===== src/sv/greedy_first_fit_colouring_assert.svh =====
// Assertion macros shared by the colouring block's modules.
// Depends on i_clk and i_rst_n being declared in the module that uses them.
`ifndef GREEDY_FIRST_FIT_COLOURING_ASSERT_SVH
`define GREEDY_FIRST_FIT_COLOURING_ASSERT_SVH

// Same-cycle implication, checked outside reset.
`define GFFC_ASSERT_NOW(lbl, ante, cons) \
    lbl: assert property (@(posedge i_clk) disable iff (!i_rst_n) (ante) |-> (cons)) \
        else $error("gffc assertion failed");

// Next-cycle implication, checked outside reset.
`define GFFC_ASSERT_NEXT(lbl, ante, cons) \
    lbl: assert property (@(posedge i_clk) disable iff (!i_rst_n) (ante) |=> (cons)) \
        else $error("gffc assertion failed");

`endif


===== src/sv/gffc_pkg.sv =====
// Types and constants of the greedy first-fit colouring block.
// No dependencies.
package gffc_pkg;

    localparam int NUM_VERTICES = 1024;
    localparam int VTX_W        = 10;
    localparam int NUM_COLOURS  = 64;
    localparam int COLOUR_W     = 7;
    localparam int CIDX_W       = 6;
    localparam int QDEPTH       = 4;
    localparam int QPTR_W       = 2;
    localparam int QCNT_W       = 3;

    typedef logic [VTX_W-1:0]    t_vtx;
    typedef logic [COLOUR_W-1:0] t_colour;
    typedef logic [CIDX_W-1:0]   t_cidx;

    // One neighbour item as it travels from the front queue to the back end.
    typedef struct packed {
        t_vtx vertex;
        t_vtx nbr;
        logic marks;   // item names a neighbour whose colour may be forbidden
        logic last;
    } t_item;

    // Decision for one vertex, handed to the tally stage.
    typedef struct packed {
        logic    valid;
        t_vtx    vertex;
        t_colour colour;
    } t_pick;

endpackage


===== src/sv/gffc_front.sv =====
// Front end: input handshake and a short item queue ahead of the back end.
// Depends on gffc_pkg.
`include "greedy_first_fit_colouring_assert.svh"

module gffc_front import gffc_pkg::*; (
    input  logic  i_clk,
    input  logic  i_rst_n,
    input  logic  i_in_valid,
    output logic  o_in_stall,
    input  t_vtx  i_vertex,
    input  t_vtx  i_neighbour,
    input  logic  i_neighbour_valid,
    input  logic  i_last,
    input  logic  i_busy,
    input  logic  i_pop,
    output logic  o_head_valid,
    output t_item o_head
);

    t_item             r_q [QDEPTH];
    logic [QPTR_W-1:0] r_wr_ptr;
    logic [QPTR_W-1:0] r_rd_ptr;
    logic [QCNT_W-1:0] r_count;
    logic              push;
    t_item             n_item;

    assign o_in_stall   = (r_count == QCNT_W'(QDEPTH)) || i_busy;
    assign push         = i_in_valid && !o_in_stall;
    assign o_head_valid = (r_count != '0);
    assign o_head       = r_q[r_rd_ptr];

    // classify: an item forbids a colour only when it names a neighbour
    always_comb begin
        n_item.vertex = i_vertex;
        n_item.nbr    = i_neighbour;
        n_item.marks  = i_neighbour_valid;
        n_item.last   = i_last;
    end

    always_ff @(posedge i_clk) begin
        if (push) begin
            r_q[r_wr_ptr] <= n_item;
        end
    end

    always_ff @(posedge i_clk) begin
        if (!i_rst_n) begin
            r_wr_ptr <= '0;
            r_rd_ptr <= '0;
            r_count  <= '0;
        end else begin
            if (push) begin
                r_wr_ptr <= r_wr_ptr + QPTR_W'(1);
            end
            if (i_pop) begin
                r_rd_ptr <= r_rd_ptr + QPTR_W'(1);
            end
            r_count <= r_count + QCNT_W'(push) - QCNT_W'(i_pop);
        end
    end

    `GFFC_ASSERT_NOW(a_pop_nonempty, i_pop, r_count != '0)
    `GFFC_ASSERT_NOW(a_count_bound, 1'b1, r_count <= QCNT_W'(QDEPTH))

endmodule


===== config.mk =====
export PLATFORM = sky130hd
export DESIGN_NAME = gffc_front
export DESIGN_NICKNAME = d
export VERILOG_FILES = /design/src/sv/gffc_pkg.sv /design/src/sv/gffc_front.sv
export VERILOG_INCLUDE_DIRS = /design/src /design/src/sv
export SDC_FILE = /design/constraint.sdc
export NUM_CORES = 1
export LEC_CHECK = 0
export BUFFER_PORTS_ARGS = -buffer_cell sky130_fd_sc_hd__buf_2
export CAP_MARGIN = 20
export CORE_MARGIN = 8
export CORE_UTILIZATION = 45
export CTS_CLUSTER_SIZE = 8
export DETAILED_ROUTE_END_ITERATION = 6
export GPL_ROUTABILITY_DRIVEN = 0
export GPL_TIMING_DRIVEN = 0
export HOLD_SLACK_MARGIN = 0.12
export PLACE_DENSITY = 0.72
export SYNTH_ARGS = -nofsm -noshare
export SYNTH_HDL_FRONTEND = slang
export SYNTH_SLANG_ARGS = --single-unit

===== constraint.sdc =====
create_clock -name i_clk -period 6.6 [get_ports i_clk]
set_clock_uncertainty 0.2 [all_clocks]
set_input_delay 0.33 -clock i_clk [delete_from_list [all_inputs] [get_ports i_clk]]
set_output_delay 0.33 -clock i_clk [all_outputs]
set_load 0.01 [all_outputs]

After elaboration in Yosys (flattened, before gate mapping)
Memories as Yosys holds them, arrays and structs flattened. A register that Yosys moved wholly into a read port is not among the register bits. Index checks and enable logic that the tools add are counted.

Add/subtract/negate cells: 4. Equal/unequal tests: 1. Muxes and demuxes: 4. Reduce and logical (&&, ||, !) cells: 4.

Operators by type and width (number): $add 2x1->2 const B (2); $mux 2 (2); $add 3x1->3 (1); $eq 3x3->1 const B (1); $reduce_bool 3->1 (1); $sub 3x1->3 (1); $mux 1 (2); $logic_and 1x1->1 (1); $logic_not 1->1 (1); $logic_or 1x1->1 (1).

Flip-flop bits (word level): 7. Bits in writable memories: 88. Input bits: 27. Output and inout bits: 24. Logic and storage cells: 17. Memories: 1.

Memories: r_q (words 4, width 22, read ports 1, clocked after memory_dff 1, wr ports 1, RTL line gffc_front.sv:20) `t_item r_q [QDEPTH];`.

Logic depth before layout (Yosys ltp)
Gate-level depths: netlist (run 1).

Word-level depth: 6. Mapped depth: 11. Gate-level depth less buffers: 11.

Worst setup path after synthesis (run 1)
OpenSTA, ideal clock, no wires.

Path kind: register to register. Start point: reg r_count[1]. End point: reg r_count[2]. Setup time: 0.115 ns. Arrival time: 2.013 ns. Slack: 4.272 ns. Stages on the path, launching flop included: 12. Path buffers: 0. Path through: dfxtp_1 > nor2_1 > a21oi_2 > inv_1 > ha_1 > inv_1 > ha_1 > inv_1 > fa_1 > xnor2_1 > xnor2_1 > and2_1.

Word-level cells in the longest chain between the ends: 6.

Ends and longest elaborated chain: start, declared (RTL line gffc_front.sv:23) `logic [QCNT_W-1:0] r_count;`; start signal, assigned (RTL line gffc_front.sv:58) `r_count <= r_count + QCNT_W'(push) - QCNT_W'(i_pop);`; $eq 3x3->1 (RTL line gffc_front.sv:27) `assign o_in_stall = (r_count == QCNT_W'(QDEPTH)) || i_busy;`; $logic_or 1x1->1 (RTL line gffc_front.sv:27); $logic_not 1->1 (RTL line gffc_front.sv:28) `assign push = i_in_valid && !o_in_stall;`; $logic_and 1x1->1 (RTL line gffc_front.sv:28); $add 3x1->3 * (RTL line gffc_front.sv:58); $sub 3x1->3 * (RTL line gffc_front.sv:58).

Every way passes the cells marked *; elsewhere a longest branch is shown, timed or not. A chain may end at the register's enable or synchronous reset.

Final worst setup path (run 1)
Same ends and word-level chain as after synthesis.

==> results.toml, run 1 <==
[status]
outcome = "finished, final reports clean"

[layout]
nets = 282
drive_above_1_share = 0.3676
fill_cells = 622
antenna_cells = 0
synthToLayoutAreaGrowth_pct = 24.34

[floorplanning]
core_region_area_um2 = 8051
chipWidth_um = 106.0
die_area_um2 = 11230
floorplan.initialDensity = 0.4527
fp-row-count = 33
num_io_pins = 51
die_y_um = 106.0

[critical_path]
critical_path_required_ns = 6.65
cp.arrival_ns = 2.55
start_kind = "flip-flop"
crit_type = "flip-flop to flip-flop"
reg2reg_depth = 11
cp-end-kind = "flip-flop"
critPathMostFrequentCell = "inv_1"
worst-path-max-fanout = 7
cp_slowest_cell = "dfxtp_1"
slowest_delay_ns = 0.42
worstPathCellList = "nor2_1, a21oi_2, inv_1, ha_1, inv_1, ha_1, inv_1, fa_1, xnor2_1, xnor2_1, and2_1"

[flow_run]
drv_cap = 0

[drt]
vias = 1750
wl_per_cell_um = 17.56
drt-total-wl_mm = 6.286
drt_iter0_markers = 48
first_pass_iters = 4
final_antenna_net_count = 0
vias_per_cell = 4.888
drc = 0

[power]
internal-power_w = 0.001004
power_frac_comb = 0.131
leakage_nw = 1.582
p_sw_w = 0.0002932
peakVddDrop_uv = 144.8
power_frac_seq = 0.551
finalPower_w = 0.001297
power_frac_clock = 0.317
power_density_nw_per_um2 = 286.2
swShare = 0.2261

[clock_tree]
htree_levels = 3
clk-insertion-delay-late_ns = 0.35
cts-resized-gates = 0
cts_buffers = 9
holdBufCountCts = 22
clkTransAtPathRegs_ns = 0.09
cts_setup_buffers = 0
cts_tree = "done"
clockBufferDepth = 2
cts-root-buf = "clkbuf_8"
clock-sinks = 97

[yosys]
synth.area.top_cells = "edfxtp_1 (73%), mux4_2 (12%), dfxtp_1 (4.9%)"
ys_types = 21
ys_seq_area_frac = 0.7745
synth_top_area_frac = 0.7250
syn_area_per_cell_um2 = 22.50
syn_nets = 196
syn_inst = 162
synth_seq_cells = 97
syn_area_um2 = 3645
yosysTopAreaCell = "edfxtp_1"
yosysWarnings = 0

[placement]
numPortBuffers = 49
dp_hpwl_mm = 4.138

[min_path]
hold_depth = 3
hold_path_class = "input port to flip-flop"

[grt]
grt_pass1_vias = 1904
grt_pass1_wl_mm = 9.956
overflow = 0
grt_max_degree = 23
antenna_found_initial = 0
grt.total_usage = 0.1178

[timing]
slew_headroom = 0.5560
fmax_ghz = 0.4006
hold_violations = 0
period_needed_ns = 2.496
tns_ns = 0
rsz0062_at_grt = "no"
period_share = 0.3782
slew_violations = 0
worst_slew_pin_slew_ns = 0.6660
setup_viol = 0
critical path, delay by kind of cell (launching register included):
kind | cells | cell delay, ns
AOI/OAI and AO/OA | 1 | 0.30
DFF | 1 | 0.42
and+or+nand+nor | 2 | 0.25
adders and majority gates | 3 | 0.77
xor gates and xnor gates | 2 | 0.28
buffers and inverters | 3 | 0.19
worst paths after layout:
check	start	end	slack (ns)
worst min-delay path	i_rst_n	r_wr_ptr[0]$_SDFFE_PN0P_	0.15
worst min register to register	r_wr_ptr[1]$_SDFFE_PN0P_	r_wr_ptr[1]$_SDFFE_PN0P_	0.31
worst max-delay path	r_count[1]$_SDFF_PN0_	r_count[2]$_SDFF_PN0_	4.10
worst max register to register	r_count[1]$_SDFF_PN0_	r_count[2]$_SDFF_PN0_	4.10
placed cells by master, fill, tap and decap left out, drive strengths merged, types with 2 or more instances in the layout:
cell	count
nand2	5
buf	57
and2	9
dfxtp	9
clkbuf	10
edfxtp	88
clkinv	3
bufinv	2
xnor2	3
mux2i	2
ha	6
mux4	22
dlygate4sd3	22
inv	6
cells by family (layout without fill, tap and decap cells):
logic type	Yosys count	count (layout)	share of synthesized area
flip-flops	97	97	0.7745
multiplexers	24	24	0.1435
AND/OR/NAND/NOR	18	18	0.02678
buffers and inverters	10	101	0.01510
adder cells (fa/ha/maj)	7	7	0.02609
XOR/XNOR	4	4	0.009614
AO/OA/AOI/OAI	2	2	0.004464
layer usage:
metal | up-vias | share of wire | routed length, um | global-route usage
li1 | 819 | - | - | -
met1 | 881 | 0.42 | 2625 | 0.1348
met2 | 48 | 0.53 | 3338 | 0.1979
met3 | 2 | 0.047 | 296 | 0.03811
met4 | 0 | 0.0041 | 26 | 0.05327
met5 | - | 0 | 0 | 0
final cells by class:
cell class / instances / area [um^2] / area share
Inverter: 5 / 18.77 / 0.004141
Timing Repair Buffer: 75 / 538.0 / 0.1187
Tap cell: 105 / 131.4 / 0.02899
Buffer: 5 / 36.28 / 0.008007
Clock buffer: 9 / 123.9 / 0.02733
Clock inverter: 7 / 93.84 / 0.02071
Sequential cell: 97 / 2823 / 0.6229
Multi-Input combinational cell: 55 / 767.0 / 0.1692
synthesized netlist by cell type, drive strengths merged:
library cell,n
xor2,1
a21oi,1
buf,4
nor2,1
mux4,22
inv,5
and2,9
dfxtp,9
clkbuf,1
a21o,1
ha,6
or3,1
mux2i,2
nor2b,1
nand2,5
edfxtp,88
nand2b,1
fa,1
xnor2,3
per-stage QoR:
stage	worst slack, ns	hold slack, ns	cells	util	instance area [um^2]
after floorplan	4.272	0.2289	162	-	3645
after global placement	4.067	0.2811	316	0.4995	4021
after detailed placement	4.032	0.3016	319	0.5066	4079
after CTS	4.058	0.1429	357	0.5610	4517
after global routing	3.902	0.1650	358	0.5629	4532
final	4.104	0.1503	358	0.5629	4532
state kept, by name (all words and copies together), names as in the netlist, named ones only:
register	flops
r_q	88
r_count	3
r_wr_ptr	2
r_rd_ptr	2
power by group through the flow:
stage	Clock, W	Combinational [W]	Sequential, W
2_1_floorplan	0	0.000101	0.000726
3_3_place_gp	0	0.000153	0.000729
3_5_place_dp	0	0.000164	0.000730
4_1_cts	0.000420	0.000175	0.000716
5_1_grt	0.000444	0.000187	0.000719
6_report	0.000411	0.000170	0.000715
(Power assumes the default switching activity.)
==> run 2, diff against run 1 <==
--- a/config.mk
+++ b/config.mk
@@ -15,7 +15,7 @@
 export GPL_ROUTABILITY_DRIVEN = 0
 export GPL_TIMING_DRIVEN = 0
 export HOLD_SLACK_MARGIN = 0.12
-export PLACE_DENSITY = 0.72
+export PLACE_DENSITY = 0.75
 export SYNTH_ARGS = -nofsm -noshare
 export SYNTH_HDL_FRONTEND = slang
 export SYNTH_SLANG_ARGS = --single-unit
==> constraint.sdc (replaced) <==
create_clock -name i_clk -period 2.1 [get_ports i_clk]
set_clock_uncertainty 0.2 [all_clocks]
set_input_delay 0.105 -clock i_clk [delete_from_list [all_inputs] [get_ports i_clk]]
set_output_delay 0.105 -clock i_clk [all_outputs]
set_load 0.01 [all_outputs]
==> run 2 against run 1 <==
Effect of this change:
- the flow now finishes with violations (negative setup slack)
- first-iteration DRC count down 15%
- worst hold slack better by 0.019 ns
- flip-flop and latch count unchanged
- register-to-register slack worse by 4.2 ns
- combinational power rose to 3.5 times the previous value
- non-clock buffer count increased by 7
==> results.toml, run 2 (synthesized netlist as in run 1, its figures left out) <==
[status]
outcome = "finished with violations"
violations = "negative setup slack"

[layout]
finalInstanceArea_um2 = 4636
top_register = "r_q"
final_cell_mix = "edfxtp_1 (88), buf_2 (51), dlygate4sd3_1 (26), mux4_2 (20), clkbuf_8 (9)"
layout_commonest_cell = "edfxtp_1"
nets = 289
largest_reg_flops = 88
synthToLayoutAreaGrowth_pct = 27.19
reg_top3 = "r_q x88, r_count x3"
antenna_cells = 0
drive_above_1_share = 0.4269

[clock_tree]
clockBufferDepth = 2
htree_levels = 3
clkTransAtPathRegs_ns = 0.09
clk-insertion-delay-late_ns = 0.35
clock-sinks = 97
cts_tree = "done"
cts-root-buf = "clkbuf_8"
cts_buffers = 9

[min_path]
hold_path_class = "input port to flip-flop"

[placement]
numPortBuffers = 49
dp_hpwl_mm = 3.924
place_area_um2 = 4055
pre_cts_slack_ns = -0.3351

[grt]
grt_pass1_vias = 1985
antenna_found_initial = 0
grt.total_usage = 0.1157
overflow = 0
grt_pass1_wl_mm = 9.936
grt_max_degree = 23

[timing]
slew_headroom = 0.6026
setup_viol = 1
layout_setup_ws_ns = -0.05197
slew_violations = 0
rsz0062_at_grt = "yes"
period_share = 1.025
worst_slew_pin_slew_ns = 0.5961
period_needed_ns = 2.152
fmax_ghz = 0.4647
hold_violations = 0
hold_slack_ns = 0.1694
tns_ns = -0.05197

[critical_path]
critical_path_required_ns = 2.16
cp.arrival_ns = 2.21
worst-path-max-fanout = 4
cp-end-kind = "flip-flop"
crit_type = "flip-flop to flip-flop"
cp_slowest_cell = "fa_2"
slowest_delay_ns = 0.39
worstPathCellList = "nor2_4, a21oi_2, inv_1, ha_4, inv_2, ha_4, inv_2, fa_2, xnor2_2, xnor2_1, and2_1"
start_kind = "flip-flop"

[floorplanning]
chipWidth_um = 106.0
floorplan.initialDensity = 0.4527
die_y_um = 106.0
core_region_area_um2 = 8051
die_area_um2 = 11230
fp-row-count = 33
num_io_pins = 51

[drt]
drt-total-wl_mm = 6.071
wl_per_cell_um = 16.63
vias = 1766
vias_per_cell = 4.838
final_antenna_net_count = 0
drt_iter0_markers = 41
first_pass_iters = 4
drc = 0

[power]
leakage_nw = 1.629
power_density_nw_per_um2 = 908.3
finalPower_w = 0.004211
peakVddDrop_uv = 503.8

[flow_run]
drv_cap = 0
## run 2: area by class of cell
class	count	area, um^2
Clock buffer	9	123.9
Sequential cell	97	2831
Timing Repair Buffer	82	573.1
Buffer	5	36.28
Inverter	5	18.77
Clock inverter	7	106.4
Tap cell	105	131.4
Fill cell	629	3416
Multi-Input combinational cell	55	814.5
## run 2: critical path, delay by kind of cell, from the launching register on
kind	cells	cell delay [ns]
AO/OA/AOI/OAI	1	0.13
adder cells (fa/ha/maj)	3	0.72
AND/OR/NAND/NOR	2	0.18
XOR/XNOR	2	0.26
buffers and inverters	3	0.17
flip-flops	1	0.38
## run 2: layer usage
metal | GRT usage | up-vias | share of wire
li1 | - | 831 | -
met1 | 0.1354 | 893 | 0.41
met2 | 0.1917 | 37 | 0.52
met3 | 0.04598 | 5 | 0.056
met4 | 0.03618 | 0 | 0.010
met5 | 0 | - | 0
## run 2: power by group
group          total, W  switching [W]  internal (W)
sequential      0.00226      0.0000492       0.00221
clock           0.00135       0.000657      0.000696
combinational  0.000599       0.000270      0.000329
## run 2: path summary, 6_finish.rpt
kind | startpoint | endpoint | slack [ns] | cells after the start
max reg2reg | r_count[1]$_SDFF_PN0_ | r_count[2]$_SDFF_PN0_ | -0.05 | 11
max | r_count[1]$_SDFF_PN0_ | r_count[2]$_SDFF_PN0_ | -0.05 | 11
min | i_in_valid | r_wr_ptr[1]$_SDFFE_PN0P_ | 0.17 | 6
min reg2reg | r_wr_ptr[1]$_SDFFE_PN0P_ | r_wr_ptr[1]$_SDFFE_PN0P_ | 0.32 | 2
## run 2: stage by stage
step	utilization	cells
2_1_floorplan	-	162
3_3_place_gp	0.4999	316
3_5_place_dp	0.5037	318
4_1_cts	0.5674	362
5_1_grt	0.5758	365
6_report	0.5758	365
## run 2: timing repair
| item | CTS | global route |
|---|---|---|
| pin swaps | 1 | 4 |
| endpoints found under the hold margin | 97 | 0 |
| setup endpoints to repair | 70 | 8 |
| hold buffers | 26 | 0 |
| gates cloned | 0 | 0 |
| gates resized for setup | 5 | 11 |
| buffers inserted | 2 | 3 |
