[config.mk]
export PLATFORM = sky130hd
export DESIGN_NAME = gffc_tally
export DESIGN_NICKNAME = d
export VERILOG_FILES = /design/src/sv/gffc_pkg.sv /design/src/sv/gffc_tally.sv
export VERILOG_INCLUDE_DIRS = /design/src /design/src/sv
export SDC_FILE = /design/constraint.sdc
export NUM_CORES = 1
export LEC_CHECK = 0
export BUFFER_PORTS_ARGS = -buffer_cell sky130_fd_sc_hd__buf_2
export CAP_MARGIN = 20
export CORE_MARGIN = 5
export CORE_UTILIZATION = 65
export CTS_BUF_LIST = sky130_fd_sc_hd__clkbuf_2
export DETAILED_ROUTE_END_ITERATION = 16
export GPL_TIMING_DRIVEN = 0
export HOLD_SLACK_MARGIN = 0.1
export PLACE_DENSITY = 0.95
export SLEW_MARGIN = 20
export SYNTH_ARGS = -nofsm -noshare
export SYNTH_HDL_FRONTEND = slang
export SYNTH_SLANG_ARGS = --single-unit
[constraint.sdc]
create_clock -name i_clk -period 12.6 [get_ports i_clk]
set_clock_uncertainty 0.2 [all_clocks]
set_input_delay 0.63 -clock i_clk [delete_from_list [all_inputs] [get_ports i_clk]]
set_output_delay 0.63 -clock i_clk [all_outputs]
set_load 0.05 [all_outputs]
[src/sv/greedy_first_fit_colouring_assert.svh]
// Assertion macros shared by the colouring block's modules.
// Depends on i_clk and i_rst_n being declared in the module that uses them.
`ifndef GREEDY_FIRST_FIT_COLOURING_ASSERT_SVH
`define GREEDY_FIRST_FIT_COLOURING_ASSERT_SVH

// Same-cycle implication, checked outside reset.
`define GFFC_ASSERT_NOW(lbl, ante, cons) \
    lbl: assert property (@(posedge i_clk) disable iff (!i_rst_n) (ante) |-> (cons)) \
        else $error("gffc assertion failed");

// Next-cycle implication, checked outside reset.
`define GFFC_ASSERT_NEXT(lbl, ante, cons) \
    lbl: assert property (@(posedge i_clk) disable iff (!i_rst_n) (ante) |=> (cons)) \
        else $error("gffc assertion failed");

`endif

[src/sv/gffc_pkg.sv]
// Types and constants of the greedy first-fit colouring block.
// No dependencies.
package gffc_pkg;

    localparam int NUM_VERTICES = 1024;
    localparam int VTX_W        = 10;
    localparam int NUM_COLOURS  = 64;
    localparam int COLOUR_W     = 7;
    localparam int CIDX_W       = 6;
    localparam int QDEPTH       = 4;
    localparam int QPTR_W       = 2;
    localparam int QCNT_W       = 3;

    typedef logic [VTX_W-1:0]    t_vtx;
    typedef logic [COLOUR_W-1:0] t_colour;
    typedef logic [CIDX_W-1:0]   t_cidx;

    // One neighbour item as it travels from the front queue to the back end.
    typedef struct packed {
        t_vtx vertex;
        t_vtx nbr;
        logic marks;   // item names a neighbour whose colour may be forbidden
        logic last;
    } t_item;

    // Decision for one vertex, handed to the tally stage.
    typedef struct packed {
        logic    valid;
        t_vtx    vertex;
        t_colour colour;
    } t_pick;

endpackage

[src/sv/gffc_tally.sv]
// Tally and output stage: distinct-colour count and the result register.
// Depends on gffc_pkg.
`include "greedy_first_fit_colouring_assert.svh"

module gffc_tally import gffc_pkg::*; (
    input  logic    i_clk,
    input  logic    i_rst_n,
    input  t_pick   i_pick,
    output logic    o_en,
    output logic    o_out_valid,
    input  logic    i_out_stall,
    output t_vtx    o_coloured_vertex,
    output t_colour o_colour,
    output logic    o_failed,
    output t_colour o_colour_count
);

    logic [NUM_COLOURS-1:0] r_used;
    t_colour                r_count;
    logic                   r_out_valid;
    t_vtx                   r_vertex;
    t_colour                r_colour;
    t_cidx                  cidx;
    logic                   fresh;
    t_colour                n_count;

    assign o_en    = !r_out_valid || !i_out_stall;
    assign cidx    = CIDX_W'(i_pick.colour - COLOUR_W'(1));
    assign fresh   = (i_pick.colour != '0) && !r_used[cidx];
    assign n_count = r_count + COLOUR_W'(fresh);

    assign o_out_valid       = r_out_valid;
    assign o_coloured_vertex = r_vertex;
    assign o_colour          = r_colour;
    assign o_failed          = (r_colour == '0);
    assign o_colour_count    = r_count;

    always_ff @(posedge i_clk) begin
        if (o_en && i_pick.valid) begin
            r_vertex <= i_pick.vertex;
            r_colour <= i_pick.colour;
        end
    end

    always_ff @(posedge i_clk) begin
        if (!i_rst_n) begin
            r_used      <= '0;
            r_count     <= '0;
            r_out_valid <= 1'b0;
        end else if (o_en) begin
            r_out_valid <= i_pick.valid;
            if (i_pick.valid && fresh) begin
                r_used[cidx] <= 1'b1;
                r_count      <= n_count;
            end
        end
    end

    `GFFC_ASSERT_NOW(a_count_matches_mask, 1'b1, r_count == COLOUR_W'($countones(r_used)))

endmodule

Word-level counts from Yosys, hierarchy flattened
Index checks and enable logic that the tools add are counted.
- reductions and logical operators: 11
- add/sub/neg operators: 2
- $lt $le $gt $ge: 2
- multiplexer cells: 4
- bitwise operators: 1
- operators by type and width (operator ; count):
    $or 64x64->64 ; 1
    $add 7x1->7 ; 1
    $logic_not 7->1 ; 1
    $lt 6x7->1 const B ; 1
    $reduce_bool 7->1 ; 1
    $bmux 1 s6 ; 1
    $demux 1 s6 ; 1
    $ge 6x1->1 const B ; 1
    $sub 6x1->6 const B ; 1
    $logic_and 1x1->1 ; 4
    $logic_not 1->1 ; 3
    $mux 1 ; 2
    $reduce_and 2->1 ; 1
    $logic_or 1x1->1 ; 1
- output and inout port bits: 27
- register bits after elaboration: 89
- input bits: 21
- logic and storage cells: 25

Logic depth before layout (Yosys ltp)
Gate-level depths: netlist of run 1.
- word-level depth: 7
- depth in mapped cells: 19
- depth with buffers taken out: 15

Worst setup path before layout of run 1
No wires, ideal clock.
- path kind: input port to flip-flop
- start point: in i_pick[0] (netlist name)
- end point: reg r_count[6] (netlist: o_colour_count[6])
- arrival time: 4249 ps
- setup time: 72 ps
- data required time: 12328 ps
- slack: 8079 ps
- stages on the path: 19
- buffers on the path: 5
- path through: buf_2 inv_2 ha_1 clkbuf_1 clkbuf_1 clkbuf_1 mux4_2 nand2_1 a21oi_1 a2111o_1 clkbuf_1 nor3_1 ha_1 ha_1 and3_1 and4_1 nand2_1 nor3_1 mux2i_1
- cells in the longest elaborated chain, start to end: 7
- elaborated cells between the ends (all ways): 9
- those cells by class: add/sub (2); mux (2); reduce/logical (5)
- RTL lines (item ; RTL line ; text):
    start, declared ; gffc_tally.sv:8 ; input t_pick i_pick,
    $sub 6x1->6 ; gffc_tally.sv:28 ; assign cidx = CIDX_W'(i_pick.colour - COLOUR_W'(1));
    $bmux 1 s6 ; gffc_tally.sv:29 ; assign fresh = (i_pick.colour != '0) && !r_used[cidx];
    $mux 1 (implied by the code) ; gffc_tally.sv:29 ;
    $logic_not 1->1 ; gffc_tally.sv:29 ;
    $logic_and 1x1->1 (*) ; gffc_tally.sv:29 ;
    parallel branches: the longest is 2 deep, another holds $add 7x1->7 ; - ;
    end signal, assigned ; gffc_tally.sv:54 ; r_count <= n_count;
    end, declared ; gffc_tally.sv:19 ; t_colour r_count;
Mark *: on every way between the ends. The select of a mux whose other input is x is not followed.
A chain may end at the register's enable or synchronous reset.

Worst setup path after layout of run 1
Same ends and word-level chain as after synthesis.

==> results of run 1 <==
## routing by layer
layer,vias up,wire (um)
met1,1813,4210
met2,301,5550
met3,66,1310
li1,1732,-
met4,0,504
met5,-,0
## flip-flops by register name, indices dropped and copies added, names as in the netlist
signal / cells
r_used: 64
o_coloured_vertex: 10
o_colour: 7
o_colour_count: 7
o_out_valid: 1
## power by group through the flow
stage	Sequential (uW)	Combinational, uW	Clock [uW]
2_1_floorplan	320	51.7	0
3_3_place_gp	305	90.5	0
3_5_place_dp	306	92.5	0
4_1_cts	300	97.1	158
5_1_grt	301	106	172
6_report	300	100	161
## cell families after synthesis
| logic type | Yosys count | share of synthesized area [%] |
|---|---|---|
| AO/OA/AOI/OAI | 108 | 19.5 |
| adder cells (fa/ha/maj) | 3 | 0.917 |
| multiplexers | 20 | 7.46 |
| AND/OR/NAND/NOR | 164 | 18.2 |
| buffers and inverters | 39 | 5.16 |
| XOR/XNOR | 5 | 1.07 |
| flip-flops | 89 | 47.7 |
## critical path, stage by stage
cell and delay, ns:
dlygate4sd3_1 0.53, buf_2 0.14, buf_2 0.29, inv_2 0.18, ha_1 0.31, clkbuf_1 0.39, clkbuf_1 0.56, clkbuf_1 0.46
mux4_2 0.39, nand2_1 0.08, a21oi_1 0.09, a2111o_1 0.36, clkbuf_1 0.23, nor3_1 0.21, ha_1 0.21, ha_1 0.21
and3_1 0.20, and4_1 0.21, nand2_1 0.07, nor3_1 0.24, mux2i_1 0.20
## metrics by stage
step	hold slack [ns]	utilization, %	std cells
final	0.135	75.6	584
after global routing	0.138	75.6	584
after CTS	0.106	75.4	583
after detailed placement	0.237	70.8	551
after global placement	0.229	70.8	551
after floorplan	0.214	-	428
## cells in the mapped netlist (all sizes together), types with 3 or more instances
| cell type | count |
|---|---|
| nand2 | 105 |
| dfxtp | 72 |
| o31ai | 65 |
| clkbuf | 20 |
| edfxtp | 17 |
| nor2 | 16 |
| buf | 14 |
| a21oi | 13 |
| nand3 | 9 |
| mux2i | 8 |
| mux4 | 8 |
| nor3 | 6 |
| inv | 5 |
| mux2 | 4 |
| nand2b | 4 |
| o2111ai | 4 |
| or4 | 4 |
| a211oi | 3 |
| and3 | 3 |
| ha | 3 |
| nor3b | 3 |
| xnor2 | 3 |
## layout make-up
cell class	count	area [um2]	share of cell area, %
plain buffers	34	193	4.08
clock buffers	11	55.1	1.17
clock inverters	5	71.3	1.51
inverters	5	18.8	0.398
multi-input cells	300	1930	40.9
flip-flops and latches	89	1950	41.4
well taps	77	96.3	2.04
repair buffers	63	400	8.49
## worst min path at each step
| stage | start | to | depth (start not counted) |
|---|---|---|---|
| CTS | i_pick[0] | o_colour[0] | 1 |
| global route | i_pick[1] | o_colour[1] | 1 |
| global placement | r_used[30] | r_used[30] | 2 |
| floorplan | r_used[56] | r_used[56] | 2 |
| finish | i_pick[5] | o_colour[5] | 1 |
| detailed placement | r_used[8] | r_used[8] | 2 |
==> impl_results.rst, run 1 <==
.. list-table::
   :header-rows: 1

   * - Metric
     - Value
   * - Outcome
     - completed
   * - Reg2Reg Launch Point
     - r_used[1]
   * - Post-Synthesis Cells
     - around 430
   * - Post-CTS setup buffers
     - 0
   * - Synthesis-to-layout area growth
     - 15.2%
   * - Commonest non-fill, non-tap cells in the layout
     - nand2_1, dfxtp_1, o31ai_1, buf_2, clkbuf_1
   * - Layout cells sized above 1
     - 17.9%
   * - Setup TNS Final
     - 0 ns
   * - Leading register cell type out of synthesis
     - dfxtp_1
   * - CTS Buffer Depth
     - 2
   * - Cell types with the largest area share after synthesis
     - dfxtp_1, edfxtp_1, o31ai_1
   * - Count of vias placed by the detailed router
     - 3,912
   * - Critical path start-end classification
     - input pin to flop
   * - Capturing element of the worst setup path
     - o_colour_count[6]
   * - WP data arrival
     - 6.22 ns
   * - Net count of the mapped netlist
     - 452
   * - Iteration count of the initial detailed-routing pass
     - 5
   * - Final hold violation count
     - 0
   * - Cell area after layout
     - ~4700 um2
   * - Filler cells
     - 442
   * - Final period utilization
     - 46.8%
   * - Root buffer cell
     - clkbuf_2
   * - Kind of end point of the critical path
     - flop
   * - Std-Cell Rows
     - 29
   * - Top fanout value on the critical path
     - 10
   * - TritonCTS buffer count
     - 9
   * - Core box area
     - between 6000 and 7000 um2
   * - Number of cells upsized or downsized after cts
     - 0
   * - Total of warnings raised by yosys
     - 0
   * - Average vias per placed instance
     - 6.70
   * - F_max
     - 0.170 GHz
   * - Critical path data required time
     - 12.92 ns
   * - Final wirelength
     - between 10,000 and 15,000 um
   * - Clock insertion delay at the later pin of the skew report
     - 0.58 ns
   * - Cell type with the highest aggregate area in the netlist
     - dfxtp_1
   * - Syn avg cell area
     - roughly 9.6 um2
   * - Die Span X
     - 89.4 um
   * - Count of different cell masters after synthesis
     - 57
   * - RSZ-0062 raised after global routing
     - false
   * - Setup crit start kind
     - input pin
   * - Reg clk slew, reported paths
     - about 0.22 ns
   * - Fraction of synthesis flops using an asynchronous set or reset pin
     - 0%
   * - Die outline height
     - ~89 um
   * - Worst reg2reg endpoint
     - o_colour_count[6]
   * - PnR Total Power
     - 562 uW
   * - Met2 Resource Use GR
     - roughly half
   * - Post-synthesis instance area
     - 4090 um2
   * - FF-to-FF path depth
     - 14
   * - Total internal power
     - 392 uW
   * - Total clock sinks
     - 89
   * - Commonest non-fill, non-tap cell in the layout
     - nand2_1
   * - Antenna Violating Nets Remaining
     - 0
   * - DR iter-0 viols
     - 476
   * - Pre-CTS setup slack
     - 6.86 ns
   * - Instance area at placement
     - 4420 um2
   * - Switching part of the total
     - 30.2%
   * - NetSw
     - 170 uW
   * - Top-Level Pins
     - between 40 and 50
   * - Last weighted congestion value of the routability-driven placer
     - 1.02
   * - Residual DRC count
     - 0
   * - Share of synthesized area occupied by flip-flops and latches
     - 47.7%
   * - Count of flip-flops with a built-in enable after synthesis
     - 17
   * - Nets
     - 526
   * - Post-route setup slack
     - 6.70 ns
   * - Share of total power in the clock network
     - 28.7%
   * - Routing layer with the top usage in global route
     - met2
   * - Antenna Cells
     - 0
   * - Total congestion overflow
     - 0
   * - Slew margin rel.
     - 22.7%
   * - Total setup violations reported at the end of the flow
     - 0
   * - Area share of the largest cell type after synthesis
     - 35.2%
   * - FF+latch count, synth
     - 89
   * - Number of pins exceeding their max-slew limit in the final report
     - 0
   * - CTS H-tree lvls
     - 3
   * - Met1 track demand over resource in global routing
     - around 37%
   * - Initial Util
     - 65.6%
   * - Final period demand of the worst path
     - 5.90 ns
   * - Number of max-cap violations
     - 0
   * - Detailed placement HPWL
     - approximately 8000 um
   * - All-Layer GR Usage
     - 30.0%
   * - Post-DR wirelength/cell
     - 19.8 um
   * - Combinational power share
     - 17.9%
   * - Vias in the first global route
     - 3,590
   * - Power density over the cells
     - 119 nW/um2
   * - Transition time of the tightest slew-check pin
     - 1.14 ns
   * - TritonCTS clock tree
     - done
   * - Sequential cell fraction of total power
     - 53.5%
   * - Hold buffer count at cts
     - 16
   * - DIE AREA
     - 7990 um2
   * - Largest net degree at the start of global routing
     - 23
   * - Antenna violations before repair
     - 0
   * - Max rail drop VDD
     - 0.0787 mV
   * - Number of buffer cells added on primary ports
     - 46
   * - Kind of path behind the tightest hold check
     - input pin to flop
   * - Worst-case register-to-register setup slack
     - 9.05 ns
   * - Global-route met3 utilization
     - 6.27%
   * - Timing startpoint of the critical path
     - i_pick[0]
   * - Leakage power summed over all cells
     - 0.00174 uW
   * - Wire length of the first global-routing pass
     - about 18,000 um
Power figures use the tool's default switching activity.
==> inputs of run 2 (changes only) <==
Settings changed: CORE_UTILIZATION 65 to 54, PLACE_DENSITY 0.95 to 0.89.
Clock period 12.6 ns to 5.1 ns, I/O delays scaled along.
==> impl_results.rst, run 2 (synthesis gave the netlist of run 1 again) <==
.. list-table::
   :header-rows: 1

   * - Metric
     - Value
   * - Std-Cell Rows
     - 31 (+6.9%)
   * - Combinational power share
     - 16.8% (-1.1 points)
   * - Vias in the first global route
     - 3,563 (-0.75%)
   * - Commonest non-fill, non-tap cells in the layout
     - nand2_1, dfxtp_1, o31ai_1, buf_2, dlygate4sd3_1
   * - Area of combinational cells with multiple inputs
     - 1940 um2 (+0.39%)
   * - Reg clk slew, reported paths
     - 0.24 ns (+0.02 ns)
   * - Antenna Cells
     - 0 (unchanged)
   * - CTS H-tree lvls
     - 3 (unchanged)
   * - Register containing the most flip-flops in the final layout
     - r_used
   * - Final period utilization
     - 95.5%
   * - CTS Buffer Depth
     - 2 (unchanged)
   * - Count of vias placed by the detailed router
     - 3,734 (-4.6%)
   * - Antenna violations before repair
     - 0 (unchanged)
   * - Average vias per placed instance
     - 6.12 (-8.6%)
   * - TritonCTS buffer count
     - 9 (unchanged)
   * - Initial Util
     - 55.8% (-9.8 points)
   * - WP data arrival
     - 5.17 ns (-1.05 ns)
   * - Total internal power
     - 1070 uW (+170%)
   * - Critical path start-end classification
     - input pin to flop
   * - Final wirelength
     - 11,000 um (-4.7%)
   * - Top-Level Pins
     - 48 (unchanged)
   * - Post-route worst hold slack
     - 0.172 ns (+0.0371 ns)
   * - Filler cells
     - 598 (+35%)
   * - Routing layer with the top usage in global route
     - met2
   * - DR iter-0 viols
     - 361 (-24%)
   * - Core box area
     - 7330 um2 (+17%)
   * - Number of pins exceeding their max-slew limit in the final report
     - 0 (unchanged)
   * - Layout cells sized above 1
     - 18.6% (+0.64 points)
   * - Commonest non-fill, non-tap cell in the layout
     - nand2_1
   * - Wire length of the first global-routing pass
     - 17,800 um (-0.77%)
   * - Switching part of the total
     - 28.0% (-2.2 points)
   * - Total clock sinks
     - 89 (unchanged)
   * - RSZ-0062 raised after global routing
     - false
   * - Nets
     - 530 (+0.76%)
   * - Power density over the cells
     - 305 nW/um2 (+160%)
   * - Residual DRC count
     - 0 (unchanged)
   * - PnR Total Power
     - 1480 uW (+160%)
   * - Largest net degree at the start of global routing
     - 23 (unchanged)
   * - Final period demand of the worst path
     - 4.87 ns
   * - Iteration count of the initial detailed-routing pass
     - 5 (unchanged)
   * - Antenna Violating Nets Remaining
     - 0 (unchanged)
   * - Met2 Resource Use GR
     - 37.3% (-12 points)
   * - Synthesis-to-layout area growth
     - 18.4%
   * - Total setup violations reported at the end of the flow
     - 0 (unchanged)
   * - F_max
     - 0.205 GHz
   * - Kind of path behind the tightest hold check
     - input pin to flop
   * - NetSw
     - 414 uW (+140%)
   * - Number of max-cap violations
     - 0 (unchanged)
   * - Last weighted congestion value of the routability-driven placer
     - 1.03 (+1.2%)
   * - Critical path data required time
     - 5.40 ns (-7.52 ns)
   * - Sequential cell fraction of total power
     - 50.1% (-3.4 points)
   * - Transition time of the tightest slew-check pin
     - 0.986 ns (-0.156 ns)
   * - All-Layer GR Usage
     - 23.0% (-7.0 points)
   * - Max rail drop VDD
     - 0.194 mV (+150%)
   * - Clock insertion delay at the later pin of the skew report
     - 0.57 ns (about the same)
   * - Post-CTS setup buffers
     - 0 (unchanged)
   * - Setup TNS Final
     - 0 ns (unchanged)
   * - Outcome
     - completed
   * - Die outline height
     - 97.1 um (+8.6%)
   * - Leakage power summed over all cells
     - 0.00178 uW (+2.6%)
   * - Detailed placement HPWL
     - 7630 um (-4.8%)
   * - Seq. cell area
     - 1950 um2 (unchanged)
   * - DIE AREA
     - 9420 um2 (+18%)
   * - TritonCTS clock tree
     - done
   * - Die Span X
     - 97.1 um (+8.6%)
   * - Met1 track demand over resource in global routing
     - 29.6% (-7.3 points)
   * - Setup crit start kind
     - input pin
   * - Global-route met3 utilization
     - 4.59% (-1.7 points)
   * - Share of total power in the clock network
     - 33.1% (+4.4 points)
   * - Slew margin rel.
     - 34.3% (+12 points)
   * - Number of buffer cells added on primary ports
     - 46 (unchanged)
   * - Total congestion overflow
     - 0 (unchanged)
   * - Final hold violation count
     - 0 (unchanged)
   * - Root buffer cell
     - clkbuf_2
   * - Post-DR wirelength/cell
     - 18.1 um (-8.7%)
   * - Kind of end point of the critical path
     - flop
   * - Max reg flops
     - 64 (unchanged)
   * - Top fanout value on the critical path
     - 10 (unchanged)
-- run 2: final cells by class --
class,instances,area share [%]
Multi-Input combinational cell,300,40.0
Buffer,34,4.03
Tap cell,99,2.56
Timing Repair Buffer,67,9.09
Inverter,5,0.387
Sequential cell,89,40.3
Clock inverter,7,2.74
Clock buffer,9,0.930
-- run 2: worst paths after layout --
check,startpoint,endpoint,slack [ns],cells after the start
hold reg to reg,r_used[37],r_used[37],0.27,2
hold / removal,i_pick[16],o_coloured_vertex[9],0.17,2
setup / recovery,i_pick[1],o_colour_count[6],0.23,19
setup reg to reg,r_used[1],o_colour_count[6],1.52,14
-- run 2: stage by stage --
| step | area, um2 | utilization, % | std cells | worst slack, ns |
|---|---|---|---|---|
| 6_report | 4850 | 66.1 | 610 | 0.229 |
| 5_1_grt | 4850 | 66.1 | 610 | 0.0160 |
| 4_1_cts | 4840 | 66.0 | 610 | 0.185 |
| 3_5_place_dp | 4450 | 60.7 | 573 | -0.262 |
| 3_3_place_gp | 4450 | 60.7 | 573 | -0.142 |
| 2_1_floorplan | 4090 | - | 428 | 0.954 |
-- run 2: worst max-delay path, cell delays in order --
cell and delay (ns):
dlygate4sd3_1 0.53, buf_2 0.15, inv_1 0.08, ha_1 0.27, xor2_1 0.50, buf_2 0.40, mux4_2 0.55, o22ai_1 0.21
nor4_1 0.09, a2111o_1 0.44, clkbuf_1 0.24, nor3_1 0.20, ha_1 0.20, ha_1 0.16, and3_1 0.19, and4_1 0.20
nand2_1 0.05, nor3_1 0.23, mux2i_1 0.22
-- run 2: metal layers --
| layer | routed length (um) | vias to the layer above |
|---|---|---|
| li1 | - | 1733 |
| met1 | 4480 | 1743 |
| met2 | 5080 | 216 |
| met3 | 1120 | 42 |
| met4 | 356 | 0 |
| met5 | 0 | - |
-- run 2: power groups by stage --
| stage | Sequential, uW | Combinational [uW] | Clock (uW) |
|---|---|---|---|
| final | 741 | 249 | 490 |
| after global routing | 744 | 263 | 520 |
| after CTS | 741 | 241 | 489 |
| after detailed placement | 755 | 227 | 0 |
| after global placement | 754 | 223 | 0 |
| after floorplan | 791 | 128 | 0 |
-- run 2: what timing repair did --
item	CTS	global route
hold buffers	21	0
endpoints found under the hold margin	30	0
gates resized for setup	0	4
setup endpoints to repair	0	3
